--- config.mk ---
export PLATFORM = sky130hd
export DESIGN_NAME = seven_segment_mux_driver_top
export DESIGN_NICKNAME = d
export VERILOG_FILES = /design/src/rtl/core/ssmd_pkg.sv /design/src/rtl/core/ssmd_front.sv /design/src/rtl/core/ssmd_queue.sv /design/src/rtl/core/ssmd_back.sv /design/src/rtl/core/seven_segment_mux_driver_top.sv
export SDC_FILE = /design/constraint.sdc
export NUM_CORES = 1
export LEC_CHECK = 0
export ABC_AREA = 1
export BUFFER_PORTS_ARGS = -buffer_cell sky130_fd_sc_hd__buf_2
export CORE_MARGIN = 1.5
export CORE_UTILIZATION = 63
export DETAILED_ROUTE_END_ITERATION = 12
export GPL_ROUTABILITY_DRIVEN = 0
export PLACE_DENSITY = 0.81
export SYNTH_ARGS = -nofsm -noshare
export SYNTH_HDL_FRONTEND = slang
export SYNTH_SLANG_ARGS = --single-unit
--- constraint.sdc ---
create_clock -name clk -period 7.04 [get_ports clk]
set_input_delay 1.056 -clock clk [delete_from_list [all_inputs] [get_ports clk]]
set_output_delay 1.056 -clock clk [all_outputs]
set_load 0.02 [all_outputs]
--- src/rtl/core/ssmd_pkg.sv ---
// shared types, constants and segment decode for the seven-segment mux driver
`timescale 1ns / 1ps

package ssmd_pkg;

    // input kinds carried on s_tuser
    localparam logic CMD_LOAD = 1'b0;
    localparam logic CMD_TICK = 1'b1;

    // configuration register indexes
    localparam logic [1:0] REG_DWELL_TICKS     = 2'd0;
    localparam logic [1:0] REG_REFRESH_LIMIT   = 2'd1;
    localparam logic [1:0] REG_POINT_DIGIT     = 2'd2;
    localparam logic [1:0] REG_INVERT_SEGMENTS = 2'd3;

    // reset values of the configuration registers
    localparam logic [7:0]  DWELL_RESET  = 8'd5;
    localparam logic [15:0] LIMIT_RESET  = 16'd1000;
    localparam logic [1:0]  POINT_RESET  = 2'd1;
    localparam logic        INVERT_RESET = 1'b1;

    // decimal point segment
    localparam logic [7:0] SEG_POINT = 8'h80;

    // divide by ten as multiply by reciprocal, exact for 14-bit values
    localparam logic [15:0] DIV10_MUL   = 16'd52429;
    localparam int          DIV10_SHIFT = 19;

    typedef struct packed {
        logic [7:0]  dwell_ticks;
        logic [15:0] refresh_limit;
        logic [1:0]  point_digit;
        logic        invert_segments;
    } cfg_t;

    // one unit of work for the shifter: a segment byte or the switch-off result
    typedef struct packed {
        logic       done;
        logic [7:0] seg;
        logic [3:0] mask;
    } job_t;

    // segment byte for one digit, with point and polarity applied
    function automatic logic [7:0] seg_code(input logic [3:0] digit,
                                            input logic point,
                                            input logic invert);
        logic [7:0] pat;
        case (digit)
            4'd0:    pat = 8'h3F;
            4'd1:    pat = 8'h06;
            4'd2:    pat = 8'h5B;
            4'd3:    pat = 8'h4F;
            4'd4:    pat = 8'h66;
            4'd5:    pat = 8'h6D;
            4'd6:    pat = 8'h7D;
            4'd7:    pat = 8'h07;
            4'd8:    pat = 8'h7F;
            4'd9:    pat = 8'h6F;
            default: pat = 8'h00;
        endcase
        if (point)
        begin
            pat = pat | SEG_POINT;
        end
        if (invert)
        begin
            pat = ~pat;
        end
        return pat;
    endfunction

endpackage

--- src/rtl/core/ssmd_front.sv ---
// front end: takes load and tick transactions, splits digits, schedules refresh jobs
`timescale 1ns / 1ps

module ssmd_front #(
    parameter int NUM_DIGITS = 4
) (
    input  logic            clk,
    input  logic            rst_n,
    input  ssmd_pkg::cfg_t  cfg,
    input  logic            s_tvalid,
    output logic            s_tready,
    input  logic            s_tuser,
    input  logic [13:0]     s_value,
    input  logic            q_full,
    output logic            q_push,
    output ssmd_pkg::job_t  q_job
);
    import ssmd_pkg::*;

    localparam int IDX_W = (NUM_DIGITS > 1) ? $clog2(NUM_DIGITS) : 1;

    typedef enum logic [1:0] {
        ST_IDLE,
        ST_SPLIT,
        ST_PUSH
    } state_t;

    state_t             state_reg, state_next;
    logic [13:0]        value_reg, value_next;
    logic [IDX_W-1:0]   split_idx_reg, split_idx_next;
    logic [IDX_W-1:0]   digit_idx_reg, digit_idx_next;
    logic [7:0]         dwell_reg, dwell_next;
    logic [15:0]        slot_reg, slot_next;
    logic               running_reg, running_next;
    logic [3:0]         digit_reg [NUM_DIGITS];
    logic               digit_we;

    logic               accept;
    logic [7:0]         dwell_eff;
    logic [15:0]        limit_eff;
    logic [7:0]         dwell_inc;
    logic [15:0]        slot_inc;
    logic [29:0]        prod;
    logic [10:0]        quot;
    logic [13:0]        tens;
    logic [3:0]         rem;
    logic [3:0]         cur_digit;
    logic               cur_point;
    logic [3:0]         cur_mask;

    // zero dwell and zero limit behave as one
    assign dwell_eff = (cfg.dwell_ticks == 8'd0) ? 8'd1 : cfg.dwell_ticks;
    assign limit_eff = (cfg.refresh_limit == 16'd0) ? 16'd1 : cfg.refresh_limit;
    assign dwell_inc = dwell_reg + 8'd1;
    assign slot_inc  = slot_reg + 16'd1;

    // one decimal digit per cycle: quotient and remainder by ten
    assign prod = 30'(value_reg) * 30'(DIV10_MUL);
    assign quot = prod[DIV10_SHIFT +: 11];
    assign tens = 14'({quot, 3'b000}) + 14'({quot, 1'b0});
    assign rem  = 4'(value_reg - tens);

    // segment job for the digit now in the slot
    assign cur_digit = digit_reg[digit_idx_reg];
    assign cur_point = (32'(digit_idx_reg) == 32'(cfg.point_digit));

    always_comb
    begin
        for (int b = 0; b < 4; b++)
        begin
            cur_mask[b] = (32'(digit_idx_reg) == b);
        end
    end

    assign s_tready = (state_reg == ST_IDLE) && !q_full;
    assign accept   = s_tvalid && s_tready;

    // next-state logic
    always_comb
    begin
        state_next     = state_reg;
        value_next     = value_reg;
        split_idx_next = split_idx_reg;
        digit_idx_next = digit_idx_reg;
        dwell_next     = dwell_reg;
        slot_next      = slot_reg;
        running_next   = running_reg;
        digit_we       = 1'b0;
        q_push         = 1'b0;
        q_job          = '0;
        case (state_reg)
            ST_IDLE:
            begin
                if (accept)
                begin
                    if (s_tuser == CMD_LOAD)
                    begin
                        value_next     = s_value;
                        split_idx_next = IDX_W'(NUM_DIGITS - 1);
                        digit_idx_next = '0;
                        dwell_next     = 8'd0;
                        slot_next      = 16'd0;
                        running_next   = 1'b1;
                        state_next     = ST_SPLIT;
                    end
                    else if (running_reg)
                    begin
                        if (dwell_inc < dwell_eff)
                        begin
                            dwell_next = dwell_inc;
                        end
                        else
                        begin
                            dwell_next = 8'd0;
                            slot_next  = slot_inc;
                            if (slot_inc >= limit_eff)
                            begin
                                running_next = 1'b0;
                                q_push       = 1'b1;
                                q_job.done   = 1'b1;
                            end
                            else
                            begin
                                if (32'(digit_idx_reg) == NUM_DIGITS - 1)
                                begin
                                    digit_idx_next = '0;
                                end
                                else
                                begin
                                    digit_idx_next = digit_idx_reg + IDX_W'(1);
                                end
                                state_next = ST_PUSH;
                            end
                        end
                    end
                end
            end
            ST_SPLIT:
            begin
                digit_we   = 1'b1;
                value_next = 14'(quot);
                if (split_idx_reg == '0)
                begin
                    state_next = ST_PUSH;
                end
                else
                begin
                    split_idx_next = split_idx_reg - IDX_W'(1);
                end
            end
            ST_PUSH:
            begin
                if (!q_full)
                begin
                    q_push     = 1'b1;
                    q_job.done = 1'b0;
                    q_job.seg  = seg_code(cur_digit, cur_point, cfg.invert_segments);
                    q_job.mask = cur_mask;
                    state_next = ST_IDLE;
                end
            end
            default:
            begin
                state_next = ST_IDLE;
            end
        endcase
    end

    // state and digit store
    always_ff @(posedge clk or negedge rst_n)
    begin
        if (!rst_n)
        begin
            state_reg     <= ST_IDLE;
            value_reg     <= '0;
            split_idx_reg <= '0;
            digit_idx_reg <= '0;
            dwell_reg     <= '0;
            slot_reg      <= '0;
            running_reg   <= 1'b0;
            for (int i = 0; i < NUM_DIGITS; i++)
            begin
                digit_reg[i] <= '0;
            end
        end
        else
        begin
            state_reg     <= state_next;
            value_reg     <= value_next;
            split_idx_reg <= split_idx_next;
            digit_idx_reg <= digit_idx_next;
            dwell_reg     <= dwell_next;
            slot_reg      <= slot_next;
            running_reg   <= running_next;
            if (digit_we)
            begin
                digit_reg[split_idx_reg] <= rem;
            end
        end
    end

    // a digit written during the split is always a decimal digit
    assert property (@(posedge clk) disable iff (!rst_n)
        digit_we |-> (rem < 4'd10))
        else $error("digit split produced a remainder above nine");

    // a job leaves only from idle or push
    assert property (@(posedge clk) disable iff (!rst_n)
        q_push |-> !q_full && (state_reg != ST_SPLIT))
        else $error("job pushed while splitting or queue full");

endmodule

--- src/rtl/core/ssmd_queue.sv ---
// two-entry job queue between the front end and the shifter
`timescale 1ns / 1ps

module ssmd_queue (
    input  logic            clk,
    input  logic            rst_n,
    input  logic            push,
    input  ssmd_pkg::job_t  push_job,
    output logic            full,
    input  logic            pop,
    output logic            empty,
    output ssmd_pkg::job_t  pop_job
);
    import ssmd_pkg::*;

    job_t        mem_reg [2];
    logic        wr_ptr_reg;
    logic        rd_ptr_reg;
    logic [1:0]  count_reg;

    assign full    = (count_reg == 2'd2);
    assign empty   = (count_reg == 2'd0);
    assign pop_job = mem_reg[rd_ptr_reg];

    // storage
    always_ff @(posedge clk)
    begin
        if (push)
        begin
            mem_reg[wr_ptr_reg] <= push_job;
        end
    end

    // pointers and fill level
    always_ff @(posedge clk or negedge rst_n)
    begin
        if (!rst_n)
        begin
            wr_ptr_reg <= 1'b0;
            rd_ptr_reg <= 1'b0;
            count_reg  <= 2'd0;
        end
        else
        begin
            if (push)
            begin
                wr_ptr_reg <= ~wr_ptr_reg;
            end
            if (pop)
            begin
                rd_ptr_reg <= ~rd_ptr_reg;
            end
            count_reg <= count_reg + 2'(push) - 2'(pop);
        end
    end

    assert property (@(posedge clk) disable iff (!rst_n)
        !(push && full))
        else $error("job queue overflow");

    assert property (@(posedge clk) disable iff (!rst_n)
        !(pop && empty))
        else $error("job queue underflow");

endmodule

--- src/rtl/core/ssmd_back.sv ---
// back end: shifts segment bytes out one bit per transaction through an output register
`timescale 1ns / 1ps

module ssmd_back (
    input  logic            clk,
    input  logic            rst_n,
    input  logic            q_empty,
    input  ssmd_pkg::job_t  q_job,
    output logic            q_pop,
    output logic            m_tvalid,
    input  logic            m_tready,
    output logic            m_tlast,
    output logic [15:0]     m_tdata
);
    import ssmd_pkg::*;

    logic        busy_reg;
    logic [7:0]  seg_reg;
    logic [3:0]  mask_reg;
    logic [2:0]  bit_cnt_reg;
    logic        valid_reg;
    logic        bit_reg;
    logic [2:0]  idx_reg;
    logic        last_reg;
    logic [3:0]  omask_reg;
    logic        done_reg;
    logic        advance;

    assign advance = !valid_reg || m_tready;
    assign q_pop   = advance && !busy_reg && !q_empty;

    assign m_tvalid = valid_reg;
    assign m_tlast  = last_reg;
    assign m_tdata  = {7'd0, done_reg, omask_reg, idx_reg, bit_reg};

    // shifter and output register
    always_ff @(posedge clk or negedge rst_n)
    begin
        if (!rst_n)
        begin
            busy_reg    <= 1'b0;
            seg_reg     <= '0;
            mask_reg    <= '0;
            bit_cnt_reg <= '0;
            valid_reg   <= 1'b0;
            bit_reg     <= 1'b0;
            idx_reg     <= '0;
            last_reg    <= 1'b0;
            omask_reg   <= '0;
            done_reg    <= 1'b0;
        end
        else if (advance)
        begin
            if (busy_reg)
            begin
                valid_reg   <= 1'b1;
                bit_reg     <= seg_reg[3'd7 - bit_cnt_reg];
                idx_reg     <= bit_cnt_reg;
                last_reg    <= (bit_cnt_reg == 3'd7);
                omask_reg   <= mask_reg;
                done_reg    <= 1'b0;
                bit_cnt_reg <= bit_cnt_reg + 3'd1;
                if (bit_cnt_reg == 3'd7)
                begin
                    busy_reg <= 1'b0;
                end
            end
            else if (!q_empty)
            begin
                valid_reg <= 1'b1;
                if (q_job.done)
                begin
                    bit_reg   <= 1'b0;
                    idx_reg   <= 3'd0;
                    last_reg  <= 1'b0;
                    omask_reg <= 4'd0;
                    done_reg  <= 1'b1;
                end
                else
                begin
                    seg_reg     <= q_job.seg;
                    mask_reg    <= q_job.mask;
                    bit_reg     <= q_job.seg[7];
                    idx_reg     <= 3'd0;
                    last_reg    <= 1'b0;
                    omask_reg   <= q_job.mask;
                    done_reg    <= 1'b0;
                    bit_cnt_reg <= 3'd1;
                    busy_reg    <= 1'b1;
                end
            end
            else
            begin
                valid_reg <= 1'b0;
            end
        end
    end

    // latch pulse only on the last bit of a byte
    assert property (@(posedge clk) disable iff (!rst_n)
        (valid_reg && last_reg) |-> (idx_reg == 3'd7) && !done_reg)
        else $error("latch outside last bit");

    // switch-off result carries no enable and no latch
    assert property (@(posedge clk) disable iff (!rst_n)
        (valid_reg && done_reg) |-> (omask_reg == 4'd0) && !last_reg && !busy_reg)
        else $error("malformed switch-off result");

endmodule

--- src/rtl/core/seven_segment_mux_driver_top.sv ---
// top level of the multiplexed seven-segment display driver
`timescale 1ns / 1ps

// Input stream: s_tuser selects load (0) or tick (1); s_tdata[13:0] holds the
// value in hundredths for a load. A load splits the value into NUM_DIGITS
// decimal digits, one digit per cycle, then queues digit 0's segment byte.
// A tick while lit advances the dwell count; at the end of a slot it queues the next
// digit's byte, or the switch-off result once the slot limit is reached.
// Output stream: one transaction per serial bit, MSB first, eight per byte,
// m_tlast on the eighth (latch pulse). A switch-off is one transaction.
// The shifter emits one bit per cycle while m_tready allows; a load holds the input
// (s_tready low) while the digit splitter runs and until its byte is queued.
// A two-entry job queue lets ticks and loads be taken while a byte shifts.
// When m_tready is low the output register holds and the queue fills, after
// which s_tready drops. Configuration writes on cfg_we are expected while idle.
// Reset clears the display to off, digits to zero and the registers to
// dwell 5, limit 1000, point on digit 1, inverted segments.
module seven_segment_mux_driver_top #(
    parameter int NUM_DIGITS = 4
) (
    input  logic        clk,
    input  logic        rst_n,
    input  logic        cfg_we,
    input  logic [1:0]  cfg_index,
    input  logic [15:0] cfg_wdata,
    input  logic        s_tvalid,
    output logic        s_tready,
    input  logic [15:0] s_tdata,     // [13:0] value_hundredths, [15:14] zero
    input  logic        s_tuser,     // [0] command
    output logic        m_tvalid,
    input  logic        m_tready,
    output logic [15:0] m_tdata,     // [0] data_bit, [3:1] bit_index,
                                     // [7:4] digit_enable_mask, [8] display_done
    output logic        m_tlast      // latch_now
);
    import ssmd_pkg::*;

    cfg_t  cfg_reg;
    logic  q_push;
    job_t  q_job_in;
    logic  q_full;
    logic  q_pop;
    logic  q_empty;
    job_t  q_job_out;

    // configuration registers
    always_ff @(posedge clk or negedge rst_n)
    begin
        if (!rst_n)
        begin
            cfg_reg.dwell_ticks     <= DWELL_RESET;
            cfg_reg.refresh_limit   <= LIMIT_RESET;
            cfg_reg.point_digit     <= POINT_RESET;
            cfg_reg.invert_segments <= INVERT_RESET;
        end
        else if (cfg_we)
        begin
            case (cfg_index)
                REG_DWELL_TICKS:     cfg_reg.dwell_ticks     <= cfg_wdata[7:0];
                REG_REFRESH_LIMIT:   cfg_reg.refresh_limit   <= cfg_wdata;
                REG_POINT_DIGIT:     cfg_reg.point_digit     <= cfg_wdata[1:0];
                REG_INVERT_SEGMENTS: cfg_reg.invert_segments <= cfg_wdata[0];
                default:
                begin
                end
            endcase
        end
    end

    ssmd_front #(
        .NUM_DIGITS (NUM_DIGITS)
    ) u_front (
        .clk      (clk),
        .rst_n    (rst_n),
        .cfg      (cfg_reg),
        .s_tvalid (s_tvalid),
        .s_tready (s_tready),
        .s_tuser  (s_tuser),
        .s_value  (s_tdata[13:0]),
        .q_full   (q_full),
        .q_push   (q_push),
        .q_job    (q_job_in)
    );

    ssmd_queue u_queue (
        .clk      (clk),
        .rst_n    (rst_n),
        .push     (q_push),
        .push_job (q_job_in),
        .full     (q_full),
        .pop      (q_pop),
        .empty    (q_empty),
        .pop_job  (q_job_out)
    );

    ssmd_back u_back (
        .clk      (clk),
        .rst_n    (rst_n),
        .q_empty  (q_empty),
        .q_job    (q_job_out),
        .q_pop    (q_pop),
        .m_tvalid (m_tvalid),
        .m_tready (m_tready),
        .m_tlast  (m_tlast),
        .m_tdata  (m_tdata)
    );

endmodule

==> summary.txt <==
Place
  – Post-DP HPWL: ~20000 um
  – Cells after DPL: roughly 1.6k
  – Port-buffer cells: 49

Yosys
  – Yosys top cell by area: dfrtp_1
  – Post-synth ARST share: 0.821
  – Yosys reg bits: ~150
  – Most frequent cell after synthesis: nand2_1
  – Yosys cell types: 53
  – Largest cells by area after synthesis: dfrtp_1, ha_1, fa_1
  – Synth Warn #: 0
  – Most instantiated cells after synthesis: nand2_1, inv_1, ha_1
  – Primary FF master, synth: dfrtp_1
  – Syn_area_per_cell: 8.39 um^2
  – EDFF count, synth: 26
  – Sequential fraction of the synthesis area: 0.329
  – Post-Syn Instances: about 1.4k
  – Mapped cell area: approximately 0.011 mm^2
  – Top-area cell type share of the netlist area: 0.238

Layout
  – Synthesis-to-layout area growth: 8.52%
  – Max reg flops: 27
  – Nets: around 1.7k
  – Layout cells sized above 1: 0.0879
  – Final cell count without fillers: between 1.5k and 2k
  – Diode count: 0
  – Fill cells: 1415

Die
  – Cell Rows: between 40 and 50
  – DIE AREA: 0.0190 mm^2
  – # IOs: 59
  – Chip Width: ~140 um
  – Core Region: 0.0179 mm^2
  – Initial core utilization: 0.640
  – Die height: ~140 um

Worst setup path
  – Arrival time worst endpoint: 6.51 ns
  – R2R cell count: 23
  – Reg-to-reg startpoint: u_front.value_reg[8]
  – CP max FO: 6
  – CP Capture Type: flip-flop
  – Crit path required time: roughly 7.4 ns
  – Crit start category: flip-flop
  – Worst R2R Setup Slack: 0.84 ns
  – Reg-to-reg critical path endpoint: u_front.digit_reg[15]
  – Crit Path Class: reg2reg

Drt
  – Routed Antenna Nets: 0
  – DRT iter0 DRCs: around 450
  – Drt drc: 0
  – DR vias: 9161
  – Pre-antenna DRT Iters: 5
  – Routed WL per cell: approximately 16 um
  – Vias per cell: around 5.5
  – DRT Wirelength: ~26000 um

Global route
  – Initial antenna violation count: 0
  – Pin count of the biggest net entering global routing: between 70 and 80
  – Vias in the first global route: 8879
  – Remaining Overflow, GRT: 0
  – First-pass GRT wire length: 41700 um
  – Total Routing Usage GR: 0.285

Timing
  – Final setup violation count: 0
  – RSZ-0062 raised after global routing: no
  – Final Hold Vio Count: 0
  – Least-Margin Pin Slew: 1.06 ns
  – Slew headroom: 0.289
  – Final Cycle Share: 0.880
  – Total negative setup slack: 0 ns
  – Clock period minus worst slack: about 6.2 ns
  – Clock skew: 0.0160 ns
  – Max Fclk: between 0.15 and 0.2 GHz
  – Max Transition Viols Final: 0

Clock network
  – CTS Hold Bufs: 0
  – CTS buffer count: 17
  – Clock-pin slew on the worst setup and hold paths: ~0.070 ns
  – CTS tree: done
  – CTS max path bufs: 2
  – Clk sinks: ~150
  – H-tree levels: 4
  – Worst skew pair latency: 0.44 ns
  – Root buf cell: clkbuf_16
  – Post-CTS Resized: 0
  – Post-CTS Setup Bufs: 0

Status
  – Status: finished clean

Min path
  – Worst hold path depth: 2
  – Hold Crit Class: reg2reg
  – Sink of the worst hold path: u_back.m_tlast
  – Min-delay src: u_back.m_tlast

Job
  – Max-Cap Viols: 0
## layout make-up
| cell class | instances | area (um^2) | share of cell area |
|---|---|---|---|
| clock inverters | 11 | 128 | 0.0103 |
| multi-input cells | 948 | 6590 | 0.530 |
| well taps | 229 | 287 | 0.0231 |
| flip-flops and latches | 145 | 3770 | 0.303 |
| repair buffers | 51 | 263 | 0.0211 |
| inverters | 246 | 926 | 0.0745 |
| clock buffers | 21 | 462 | 0.0372 |
## per-layer routing
layer | share of wire | GRT usage | vias up | routed length (um)
met5 | 0 | 0 | - | 0
met4 | 0.032 | 0.124 | 0 | 830
met3 | 0.048 | 0.0493 | 65 | 1250
met2 | 0.50 | 0.505 | 264 | 13100
met1 | 0.42 | 0.339 | 4361 | 10700
li1 | - | - | 4471 | -
## kinds of logic after synthesis
kind of cell / Yosys count / share of synthesized area
and+or+nand+nor: 480 / 0.179
buffers and inverters: 278 / 0.0970
AOI/OAI and AO/OA: 222 / 0.109
adders and majority gates: 202 / 0.256
DFF: 145 / 0.329
xor gates and xnor gates: 33 / 0.0252
muxes: 4 / 0.00350
other: 1 / 0.000328
## stage by stage
stage / hold slack (ns) / util / setup WS [ns] / instance area (um^2)
6_report: 0.480 / 0.694 / 0.844 / 12400
5_1_grt: 0.508 / 0.694 / 0.600 / 12400
4_1_cts: 0.481 / 0.694 / 0.948 / 12400
3_5_place_dp: 0.467 / 0.661 / 1.02 / 11800
3_3_place_gp: 0.463 / 0.661 / 1.17 / 11800
2_1_floorplan: 0.448 / - / 1.67 / 11500
## worst max path at each step
stage                     slack [ns]  cells past startpoint                   from                     to
after CTS                       0.95                     23   u_front.value_reg[8]  u_front.digit_reg[15]
after global routing            0.60                     25  u_front.value_reg[12]  u_front.digit_reg[15]
after floorplan                 1.67                     25  u_front.value_reg[12]  u_front.digit_reg[11]
final                           0.84                     23   u_front.value_reg[8]  u_front.digit_reg[15]
after global placement          1.17                     23   u_front.value_reg[8]  u_front.digit_reg[11]
after detailed placement        1.02                     23   u_front.value_reg[8]  u_front.digit_reg[15]
## placed cells by master (no fill, tap or decap), types with 4 or more instances in the layout
| master | instances |
|---|---|
| nand2_2 | 7 |
| o21ai_1 | 12 |
| a21o_1 | 5 |
| nand2_1 | 271 |
| nor4_1 | 6 |
| nor2_1 | 99 |
| nor2_2 | 5 |
| inv_2 | 5 |
| mux2i_1 | 4 |
| clkbuf_16 | 18 |
| ha_1 | 148 |
| edfxtp_1 | 26 |
| xor2_1 | 22 |
| dfstp_2 | 10 |
| o21ai_0 | 107 |
| fa_1 | 54 |
| o21a_1 | 5 |
| o22ai_1 | 4 |
| nand3_1 | 56 |
| buf_2 | 48 |
| o21bai_1 | 4 |
| xnor2_1 | 11 |
| nor3_1 | 9 |
| dfrtp_1 | 109 |
| conb_1 | 7 |
| o211ai_1 | 8 |
| nand4_1 | 10 |
| inv_1 | 239 |
| a31oi_1 | 4 |
| a21oi_1 | 59 |
| nor3_2 | 6 |
## critical path, stage by stage, from the launching register on
cell and delay, ns:
dfrtp_1 0.49, ha_1 0.40, fa_1 0.55, inv_1 0.11, fa_1 0.50, fa_1 0.55, inv_1 0.05, fa_1 0.52
inv_1 0.07, fa_1 0.51, inv_1 0.05, ha_1 0.31, a21oi_1 0.19, o21ai_0 0.12, a31oi_1 0.17, nand3_1 0.20
xor2_1 0.32, ha_1 0.23, xor2_1 0.21, inv_1 0.06, nand4_1 0.11, nand3_1 0.17, nand3_1 0.14, nand2_1 0.07
Power is left out: the tool's default activity adds up to more than one toggle a clock period on the data nets, which glitch-free logic cannot reach.
